`config.mk`:
```
export PLATFORM = sky130hd
export DESIGN_NAME = macro_byte_stream_decoder_unit
export DESIGN_NICKNAME = d
export VERILOG_FILES = /design/src/hdl/mbsd_pkg.sv /design/src/hdl/macro_byte_stream_decoder_unit.sv /design/src/hdl/mbsd_fifo.sv /design/src/hdl/mbsd_front.sv /design/src/hdl/mbsd_back.sv
export VERILOG_INCLUDE_DIRS = /design/src /design/src/hdl
export SDC_FILE = /design/constraint.sdc
export NUM_CORES = 1
export LEC_CHECK = 0
export BUFFER_PORTS_ARGS = -buffer_cell sky130_fd_sc_hd__buf_4
export CAP_MARGIN = 20
export CORE_MARGIN = 2
export CORE_UTILIZATION = 35
export CTS_CLUSTER_DIAMETER = 30
export DETAILED_ROUTE_END_ITERATION = 10
export GPL_ROUTABILITY_DRIVEN = 0
export PLACE_DENSITY_LB_ADDON = 0.2
export SYNTH_ARGS = -nofsm -noshare
export SYNTH_HDL_FRONTEND = slang
export SYNTH_SLANG_ARGS = --single-unit
```
`constraint.sdc`:
```
create_clock -name clk -period 4 [get_ports clk]
set_input_delay 0 -clock clk [delete_from_list [all_inputs] [get_ports clk]]
set_output_delay 0 -clock clk [all_outputs]
set_load 0.05 [all_outputs]
```
`src/hdl/macro_byte_stream_decoder_unit_macros.svh`:
```
// Assertion helpers for the macro byte stream decoder.
// Both expect clk and rst in scope; rst masks the check.
`ifndef MACRO_BYTE_STREAM_DECODER_UNIT_MACROS_SVH
`define MACRO_BYTE_STREAM_DECODER_UNIT_MACROS_SVH

// Same-cycle implication.
`define MBSD_ASSERT_SAME(label, ante, cons, msg) \
  label: assert property (@(posedge clk) disable iff (rst) (ante) |-> (cons)) \
    else $error(msg);

// Next-cycle implication.
`define MBSD_ASSERT_NEXT(label, ante, cons, msg) \
  label: assert property (@(posedge clk) disable iff (rst) (ante) |=> (cons)) \
    else $error(msg);

`endif

```
`src/hdl/mbsd_pkg.sv`:
```
package mbsd_pkg;

  localparam int QUEUE_DEPTH = 2;

  localparam logic OP_START = 1'b0;
  localparam logic OP_BYTE  = 1'b1;

  localparam logic [7:0] MACRO_COUNT_RESET = 8'd16;
  localparam logic [7:0] BYTE_PREFIX       = 8'h01;
  localparam logic [7:0] BYTE_EXT_HIGH     = 8'hFF;

  // operation selected by the byte after the prefix
  localparam logic [2:0] CMD_TAP      = 3'd1;
  localparam logic [2:0] CMD_DOWN     = 3'd2;
  localparam logic [2:0] CMD_UP       = 3'd3;
  localparam logic [2:0] CMD_DELAY    = 3'd4;
  localparam logic [2:0] CMD_EXT_TAP  = 3'd5;
  localparam logic [2:0] CMD_EXT_DOWN = 3'd6;
  localparam logic [2:0] CMD_EXT_UP   = 3'd7;

  localparam logic [3:0] EV_CHAR     = 4'd0;
  localparam logic [3:0] EV_TAP      = 4'd1;
  localparam logic [3:0] EV_DOWN     = 4'd2;
  localparam logic [3:0] EV_UP       = 4'd3;
  localparam logic [3:0] EV_EXT_TAP  = 4'd4;
  localparam logic [3:0] EV_EXT_DOWN = 4'd5;
  localparam logic [3:0] EV_EXT_UP   = 4'd6;
  localparam logic [3:0] EV_DELAY    = 4'd7;
  localparam logic [3:0] EV_DONE     = 4'd8;

  typedef enum logic [2:0] {
    PH_IDLE,
    PH_SKIP,
    PH_TOP,
    PH_OPCODE,
    PH_ARG1,
    PH_ARG2
  } phase_t;

  typedef struct packed {
    logic       op;
    logic [7:0] macro_id;
    logic [7:0] data_byte;
  } item_t;

  typedef struct packed {
    logic [3:0]  event_res;
    logic [15:0] code;
    logic [15:0] delay_ms;
  } result_t;

  // classified request handed from front to back
  typedef struct packed {
    logic       op;
    logic       start_ok;
    logic       id_zero;
    logic [7:0] macro_id;
    logic [7:0] data_byte;
    logic       byte_zero;
    logic       byte_prefix;
    logic       byte_cmd;
  } token_t;

  typedef struct packed {
    logic tok_pop;
    logic res_push;
    logic playing;
  } back_ctl_t;

endpackage

```
`src/hdl/macro_byte_stream_decoder_unit.sv`:
```
// Channel    Handshake          Payload
// requests   push / full        item   (op, macro_id, data_byte)
// results    empty / pop        result (event_res, code, delay_ms)
// config     cfg_wr_en          cfg_wr_data (macro_count)
//
// One request per cycle while the result queue has room; results are registered there.
// The parser state machine sets the rate, one byte a cycle when not stalled.
// rst clears both queues, the parser state and sets macro_count to 16.
// Requests queue up while results are held back; full rises once the
// request queue fills behind a full result queue.
module macro_byte_stream_decoder_unit #(
  parameter int QUEUE_DEPTH = mbsd_pkg::QUEUE_DEPTH
) (
  input  logic              clk,
  input  logic              rst,
  input  logic              push,
  output logic              full,
  input  mbsd_pkg::item_t   item,
  output logic              empty,
  input  logic              pop,
  output mbsd_pkg::result_t result,
  input  logic              cfg_wr_en,
  input  logic [7:0]        cfg_wr_data
);

  `include "macro_byte_stream_decoder_unit_macros.svh"

  mbsd_pkg::token_t    tok_in;
  mbsd_pkg::token_t    tok;
  logic                tok_empty;
  mbsd_pkg::result_t   res_in;
  logic                res_full;
  mbsd_pkg::back_ctl_t ctl;

  mbsd_front u_front (
    .clk         (clk),
    .rst         (rst),
    .cfg_wr_en   (cfg_wr_en),
    .cfg_wr_data (cfg_wr_data),
    .item        (item),
    .tok         (tok_in)
  );

  mbsd_fifo #(
    .WIDTH ($bits(mbsd_pkg::token_t)),
    .DEPTH (QUEUE_DEPTH)
  ) u_tok_fifo (
    .clk   (clk),
    .rst   (rst),
    .push  (push),
    .wdata (tok_in),
    .full  (full),
    .pop   (ctl.tok_pop),
    .rdata (tok),
    .empty (tok_empty)
  );

  mbsd_back u_back (
    .clk       (clk),
    .rst       (rst),
    .tok_valid (!tok_empty),
    .tok       (tok),
    .res_full  (res_full),
    .res       (res_in),
    .ctl       (ctl)
  );

  mbsd_fifo #(
    .WIDTH ($bits(mbsd_pkg::result_t)),
    .DEPTH (QUEUE_DEPTH)
  ) u_res_fifo (
    .clk   (clk),
    .rst   (rst),
    .push  (ctl.res_push),
    .wdata (res_in),
    .full  (res_full),
    .pop   (pop),
    .rdata (result),
    .empty (empty)
  );

  `MBSD_ASSERT_SAME(a_res_no_overflow, ctl.res_push, !res_full, "result queue overflow")
  `MBSD_ASSERT_NEXT(a_reject_goes_idle,
    ctl.tok_pop && tok.op == mbsd_pkg::OP_START && !tok.start_ok,
    !ctl.playing, "rejected start left parser busy")
  `MBSD_ASSERT_NEXT(a_done_goes_idle,
    ctl.res_push && res_in.event_res == mbsd_pkg::EV_DONE,
    !ctl.playing, "done without returning idle")
  `MBSD_ASSERT_SAME(a_idle_byte_silent,
    ctl.tok_pop && tok.op == mbsd_pkg::OP_BYTE && !ctl.playing,
    !ctl.res_push, "byte while idle produced a result")

endmodule

```
`src/hdl/mbsd_fifo.sv`:
```
// Small register queue, DEPTH >= 2. No write while full, no read while empty.
module mbsd_fifo #(
  parameter int WIDTH = 8,
  parameter int DEPTH = mbsd_pkg::QUEUE_DEPTH
) (
  input  logic             clk,
  input  logic             rst,
  input  logic             push,
  input  logic [WIDTH-1:0] wdata,
  output logic             full,
  input  logic             pop,
  output logic [WIDTH-1:0] rdata,
  output logic             empty
);

  localparam int PTR_W = $clog2(DEPTH);
  localparam int CNT_W = $clog2(DEPTH + 1);

  logic [WIDTH-1:0] mem [DEPTH];
  logic [PTR_W-1:0] wr_ptr;
  logic [PTR_W-1:0] rd_ptr;
  logic [CNT_W-1:0] count;
  logic             do_push;
  logic             do_pop;

  assign full    = (count == CNT_W'(DEPTH));
  assign empty   = (count == '0);
  assign do_push = push && !full;
  assign do_pop  = pop && !empty;
  assign rdata   = mem[rd_ptr];

  always_ff @(posedge clk) begin
    if (do_push) begin
      mem[wr_ptr] <= wdata;
    end
  end

  always_ff @(posedge clk) begin
    if (rst) begin
      wr_ptr <= '0;
      rd_ptr <= '0;
      count  <= '0;
    end else begin
      if (do_push) begin
        wr_ptr <= (wr_ptr == PTR_W'(DEPTH - 1)) ? '0 : wr_ptr + 1'b1;
      end
      if (do_pop) begin
        rd_ptr <= (rd_ptr == PTR_W'(DEPTH - 1)) ? '0 : rd_ptr + 1'b1;
      end
      if (do_push && !do_pop) begin
        count <= count + 1'b1;
      end else if (do_pop && !do_push) begin
        count <= count - 1'b1;
      end
    end
  end

endmodule

```
`src/hdl/mbsd_front.sv`:
```
// Holds macro_count and classifies each incoming request.
module mbsd_front (
  input  logic             clk,
  input  logic             rst,
  input  logic             cfg_wr_en,
  input  logic [7:0]       cfg_wr_data,
  input  mbsd_pkg::item_t  item,
  output mbsd_pkg::token_t tok
);

  logic [7:0] macro_count;

  always_ff @(posedge clk) begin
    if (rst) begin
      macro_count <= mbsd_pkg::MACRO_COUNT_RESET;
    end else if (cfg_wr_en) begin
      macro_count <= cfg_wr_data;
    end
  end

  always_comb begin
    tok.op          = item.op;
    // start is refused unless id fits and the buffer ends in a terminator
    tok.start_ok    = (item.macro_id < macro_count) && (item.data_byte == 8'h00);
    tok.id_zero     = (item.macro_id == 8'h00);
    tok.macro_id    = item.macro_id;
    tok.data_byte   = item.data_byte;
    tok.byte_zero   = (item.data_byte == 8'h00);
    tok.byte_prefix = (item.data_byte == mbsd_pkg::BYTE_PREFIX);
    tok.byte_cmd    = (item.data_byte != 8'h00) && (item.data_byte[7:3] == 5'd0);
  end

endmodule

```
`src/hdl/mbsd_back.sv`:
```
// Parser: takes one request per cycle while the result queue has room.
module mbsd_back (
  input  logic                clk,
  input  logic                rst,
  input  logic                tok_valid,
  input  mbsd_pkg::token_t    tok,
  input  logic                res_full,
  output mbsd_pkg::result_t   res,
  output mbsd_pkg::back_ctl_t ctl
);

  mbsd_pkg::phase_t phase;
  mbsd_pkg::phase_t phase_next;
  logic [7:0]       skips_left;
  logic [7:0]       skips_left_next;
  logic [2:0]       command_byte;
  logic [2:0]       command_byte_next;
  logic [7:0]       first_argument;
  logic [7:0]       first_argument_next;
  logic             fire;
  logic             res_push;
  logic [7:0]       d0m;
  logic [7:0]       d1m;
  logic [15:0]      delay_val;
  logic [15:0]      ext_code;
  logic [3:0]       key_event;

  assign fire = tok_valid && !res_full;

  always_ff @(posedge clk) begin
    if (rst) begin
      phase          <= mbsd_pkg::PH_IDLE;
      skips_left     <= '0;
      command_byte   <= '0;
      first_argument <= '0;
    end else begin
      phase          <= phase_next;
      skips_left     <= skips_left_next;
      command_byte   <= command_byte_next;
      first_argument <= first_argument_next;
    end
  end

  always_comb begin
    phase_next          = phase;
    skips_left_next     = skips_left;
    command_byte_next   = command_byte;
    first_argument_next = first_argument;
    if (fire) begin
      if (tok.op == mbsd_pkg::OP_START) begin
        if (!tok.start_ok) begin
          phase_next = mbsd_pkg::PH_IDLE;
        end else begin
          skips_left_next = tok.macro_id;
          phase_next      = tok.id_zero ? mbsd_pkg::PH_TOP : mbsd_pkg::PH_SKIP;
        end
      end else begin
        unique case (phase)
          mbsd_pkg::PH_IDLE: begin
            phase_next = mbsd_pkg::PH_IDLE;
          end
          mbsd_pkg::PH_SKIP: begin
            if (tok.byte_zero) begin
              skips_left_next = skips_left - 8'd1;
              if (skips_left == 8'd1) begin
                phase_next = mbsd_pkg::PH_TOP;
              end
            end
          end
          mbsd_pkg::PH_TOP: begin
            if (tok.byte_zero) begin
              phase_next = mbsd_pkg::PH_IDLE;
            end else if (tok.byte_prefix) begin
              phase_next = mbsd_pkg::PH_OPCODE;
            end
          end
          mbsd_pkg::PH_OPCODE: begin
            if (tok.byte_zero) begin
              phase_next = mbsd_pkg::PH_IDLE;
            end else if (tok.byte_cmd) begin
              command_byte_next = tok.data_byte[2:0];
              phase_next        = mbsd_pkg::PH_ARG1;
            end else begin
              phase_next = mbsd_pkg::PH_TOP;
            end
          end
          mbsd_pkg::PH_ARG1: begin
            case (command_byte) inside
              mbsd_pkg::CMD_TAP, mbsd_pkg::CMD_DOWN, mbsd_pkg::CMD_UP: begin
                phase_next = mbsd_pkg::PH_TOP;
              end
              mbsd_pkg::CMD_DELAY: begin
                first_argument_next = tok.data_byte;
                phase_next          = mbsd_pkg::PH_ARG2;
              end
              default: begin
                // zero low byte aborts the extended key
                if (tok.byte_zero) begin
                  phase_next = mbsd_pkg::PH_TOP;
                end else begin
                  first_argument_next = tok.data_byte;
                  phase_next          = mbsd_pkg::PH_ARG2;
                end
              end
            endcase
          end
          mbsd_pkg::PH_ARG2: begin
            if (command_byte == mbsd_pkg::CMD_DELAY &&
                (first_argument == 8'h00 || tok.byte_zero)) begin
              phase_next = mbsd_pkg::PH_IDLE;
            end else begin
              phase_next = mbsd_pkg::PH_TOP;
            end
          end
          default: begin
            phase_next = mbsd_pkg::PH_IDLE;
          end
        endcase
      end
    end
  end

  // (d0-1) + (d1-1)*255 as shift and subtract
  assign d0m       = first_argument - 8'd1;
  assign d1m       = tok.data_byte - 8'd1;
  assign delay_val = {d1m, 8'h00} - {8'h00, d1m} + {8'h00, d0m};

  // high byte 0xFF with nonzero low byte remaps to low << 8
  assign ext_code = (tok.data_byte == mbsd_pkg::BYTE_EXT_HIGH) ?
                    {first_argument, 8'h00} : {tok.data_byte, first_argument};

  always_comb begin
    case (command_byte)
      mbsd_pkg::CMD_TAP:      key_event = mbsd_pkg::EV_TAP;
      mbsd_pkg::CMD_DOWN:     key_event = mbsd_pkg::EV_DOWN;
      mbsd_pkg::CMD_UP:       key_event = mbsd_pkg::EV_UP;
      mbsd_pkg::CMD_EXT_TAP:  key_event = mbsd_pkg::EV_EXT_TAP;
      mbsd_pkg::CMD_EXT_DOWN: key_event = mbsd_pkg::EV_EXT_DOWN;
      mbsd_pkg::CMD_EXT_UP:   key_event = mbsd_pkg::EV_EXT_UP;
      default:                key_event = mbsd_pkg::EV_DELAY;
    endcase
  end

  always_comb begin
    res_push      = 1'b0;
    res.event_res = mbsd_pkg::EV_DONE;
    res.code      = 16'h0000;
    res.delay_ms  = 16'h0000;
    if (fire && tok.op == mbsd_pkg::OP_BYTE) begin
      unique case (phase)
        mbsd_pkg::PH_TOP: begin
          if (tok.byte_zero) begin
            res_push = 1'b1;
          end else if (!tok.byte_prefix) begin
            res_push      = 1'b1;
            res.event_res = mbsd_pkg::EV_CHAR;
            res.code      = {8'h00, tok.data_byte};
          end
        end
        mbsd_pkg::PH_OPCODE: begin
          res_push = tok.byte_zero;
        end
        mbsd_pkg::PH_ARG1: begin
          if (command_byte == mbsd_pkg::CMD_TAP || command_byte == mbsd_pkg::CMD_DOWN ||
              command_byte == mbsd_pkg::CMD_UP) begin
            res_push      = !tok.byte_zero;
            res.event_res = key_event;
            res.code      = {8'h00, tok.data_byte};
          end
        end
        mbsd_pkg::PH_ARG2: begin
          if (command_byte == mbsd_pkg::CMD_DELAY) begin
            res_push = 1'b1;
            if (first_argument != 8'h00 && !tok.byte_zero) begin
              res.event_res = mbsd_pkg::EV_DELAY;
              res.delay_ms  = delay_val;
            end
          end else if (!tok.byte_zero) begin
            res_push      = 1'b1;
            res.event_res = key_event;
            res.code      = ext_code;
          end
        end
        default: begin
          res_push = 1'b0;
        end
      endcase
    end
  end

  always_comb begin
    ctl.tok_pop  = fire;
    ctl.res_push = res_push;
    ctl.playing  = (phase != mbsd_pkg::PH_IDLE);
  end

endmodule
```
==> summary.txt <==
GR Util All Layers: 14.8%
die area: 0.0234 mm²
post-CTS sizing: 0
outcome: finished, final reports clean
Pint: 3.38 mW
maximum root-to-sink buffer count: 2
HP Class: in2reg
largest net degree at the start of global routing: 42
FF-to-FF path depth: 13
critical-path cell list: mux2_2 > inv_1 > ha_1 > o21ai_0 > nor3_1 > xnor2_1 > ha_1 > a21oi_1 > nand2_1 > o21ai_0 > nand4b_1 > xnor2_1 > nor2_2
relative slew slack: 53.3%
Layout Area Growth over Synthesis: 22.6%
grt ovf: 0
clock buffer count from CTS: 17
Reg power frac: 38.1%
Ys Warns: 0
clock power share: 28.7%
Min Clock Period, post-route: 3.65 ns
hpwl dp: 11900 µm
# DRC: 0
Fin Setup TNS: 0 ns
Hold Violations, Final: 0
ys flop type: edfxtp_1
kind of critical path: reg2reg
routed via count: 5497
Port Buf Inserts: 67
fin. max-slew vios: 0
vias in the first global route: 5285
antenna violations before repair: 0
Seq/Total Area, Yosys: 55.3%
CP delay by family, top: compound AO/OA/AOI/OAI gates
Hold Path Stages: 2
Synth cell types: 64
DRT iter0 DRCs: 464
DRT Pass-1 Iters: 5
Vias/cell: 5.14
Die H: 153 µm
layout cells sized above 1: 23.4%
Critical Path RT: 4.17 ns
crit-path max FO: 6
# H-tree levels: 4
crit-path max cell delay: 0.42 ns
Worst path depth: 13
crit path capture: u_res_fifo.mem[0][15]
hold buffer count at CTS: 37
Synth async-reset ratio: 0%
final setup margin: 0.352 ns
core footprint: 0.0218 mm²
Worst EP arrival: 3.82 ns
DP Cell Count: 999
Sink Count: 156
sw power: 1.82 mW
Routed WL: 17200 µm
largest area contributor in the netlist: edfxtp_1
Routed Antenna Nets: 0
Crit-path slowest cell: o21ai_0
Skew-Pair Late Insertion Delay: 0.43 ns
post-place setup slack: 0.432 ns
ant diodes: 0
Filler cells: 2068
Finished Layout Cells: 1069
Max IR drop VDD: 326 µV
final setup violation count: 0
CP bufs+invs: 1
max_cap viols: 0
clock root buffer master: clkbuf_16
clk slew on worst S/H paths: 0.06 ns
synth top area cells: edfxtp_1 45%, dfxtp_1 10%, mux2_2 6.7%
Final period util: 91.2%
reg2reg setup slack: 0.35 ns
Critical Path Start Type: flip-flop
Post-Synthesis Cells: 667
Setup Buffers After CTS: 0
power share of the combinational group: 33.3%
EDFF count, synth: 116
Initial Util: 35.6%
post-synthesis register bit count: 156
CP Capture Type: flip-flop
CTS tree: yes
IO Count: 68
number of core rows: 54
syn nets: 722
Lkg Pwr: 3.30 nW
Synth top area share: 44.9%
switching part of the total: 35.1%
post-synthesis cell area: 0.00775 mm²
final layout net count: 831
Routed wire per std cell: 16.1 µm
Max Fclk: 0.274 GHz
global-route wire length before repair: 27600 µm
syn_area_per_cell: 11.6 µm²
Final Skew: 0.0102 ns
worst reg2reg path endpoint: u_res_fifo.mem[0][15]
die width: 153 µm
Power Density: 547 mW/mm²
Slew @ Worst Pin: 0.696 ns
RSZ-0062 raised after global routing: no
Seq. cell area: 0.00428 mm²
area of the multi-input gates: 0.00323 mm²
[power by group through the flow]
stage / registers, mW / logic (mW) / clock network (mW)
after global routing: 2.00 / 1.90 / 1.60
after CTS: 1.98 / 1.73 / 1.53
after floorplan: 1.98 / 1.31 / 0
after detailed placement: 2.01 / 1.68 / 0
final: 1.98 / 1.73 / 1.49
after global placement: 2.01 / 1.64 / 0
[cell usage after synthesis, drive strengths merged (2+ instances only)]
master,number
nor4b,6
or4,4
o21a,6
and3,3
nand2b,9
nand4,3
inv,30
ha,24
o211ai,2
dfxtp,40
nand2,29
nor3,23
mux2i,21
o32a,2
o2111ai,4
a21oi,35
nor2,94
o21ai,30
a21o,2
o221a,2
nand3,12
xnor2,12
a211oi,12
nor4,4
a211o,2
nand4b,2
buf,11
a22oi,12
or3,3
xor2,16
o32ai,3
nor3b,7
edfxtp,116
clkbuf,14
o22ai,4
nor2b,8
mux2,47
[cell families after synthesis]
| logic type | synth area share [%] |
|---|---|
| flip-flops | 55.3 |
| XOR/XNOR | 3.41 |
| AND/OR/NAND/NOR | 13.9 |
| multiplexers | 9.68 |
| buffers and inverters | 3.15 |
| adder cells (fa/ha/maj) | 4.26 |
| AO/OA/AOI/OAI | 10.3 |
[how the worst min path moves through the flow]
stage,start,to,slack (ns)
6_report,rst,u_back.skips_left[1],0.0008
5_1_grt,rst,u_back.first_argument[2],0.02
4_1_cts,rst,u_back.skips_left[1],0.0006
3_5_place_dp,item[16],u_tok_fifo.mem[0][21],0.20
3_3_place_gp,item[5],u_tok_fifo.mem[1][8],0.20
2_1_floorplan,item[7],u_tok_fifo.mem[0][10],0.1
[sequential cells by signal, indices dropped and copies added, names as in the netlist, named ones only]
| register | flops |
|---|---|
| u_tok_fifo.count | 2 |
| u_tok_fifo.wr_ptr | 1 |
| u_res_fifo.wr_ptr | 1 |
| u_back.first_argument | 8 |
| u_tok_fifo.mem | 44 |
| u_res_fifo.rd_ptr | 1 |
| u_tok_fifo.rd_ptr | 1 |
| u_res_fifo.mem | 72 |
| u_back.command_byte | 3 |
| u_res_fifo.count | 2 |
| u_back.skips_left | 8 |
| u_back.phase | 3 |
| u_front.macro_count | 8 |
[layout make-up]
class	instances	share of cell area [%]
Sequential cell	156	45.1
Multi-Input combinational cell	456	34.0
Timing Repair Buffer	115	10.3
Clock buffer	19	4.55
Tap cell	280	3.69
Inverter	30	1.18
Clock inverter	13	1.15
[layer usage]
| layer | share of wire, % | GRT usage [%] |
|---|---|---|
| met1 | 48 | 20.4 |
| met2 | 46 | 23.0 |
| met3 | 4.1 | 3.54 |
| met4 | 2.1 | 5.11 |
| met5 | 0 | 0 |
[cells in the final DEF, fill, tap and decap left out, types with 23 or more instances in the layout]
master | Yosys | layout
edfxtp_1 | 116 | 116
mux2_2 | 46 | 46
nor3_1 | 23 | 23
ha_1 | 24 | 24
nand2_1 | 29 | 29
dfxtp_1 | 40 | 40
o21ai_0 | 27 | 27
nor2_1 | 84 | 82
buf_4 | 2 | 76
a21oi_1 | 33 | 33
dlygate4sd3_1 | 0 | 37
inv_1 | 30 | 30
[stage by stage]
stage | utilization [%] | cell area, µm² | hold WS [ns] | power, mW
finish | 43.7 | 9510 | 0.000761 | 5.20
global route | 43.7 | 9510 | 0.0164 | 5.50
CTS | 43.6 | 9480 | 0.000590 | 5.23
detailed placement | 39.4 | 8570 | 0.200 | 3.70
global placement | 39.3 | 8550 | 0.199 | 3.65
floorplan | - | 7750 | 0.0989 | 3.29
No activity file was read; power rests on OpenSTA's default activity.
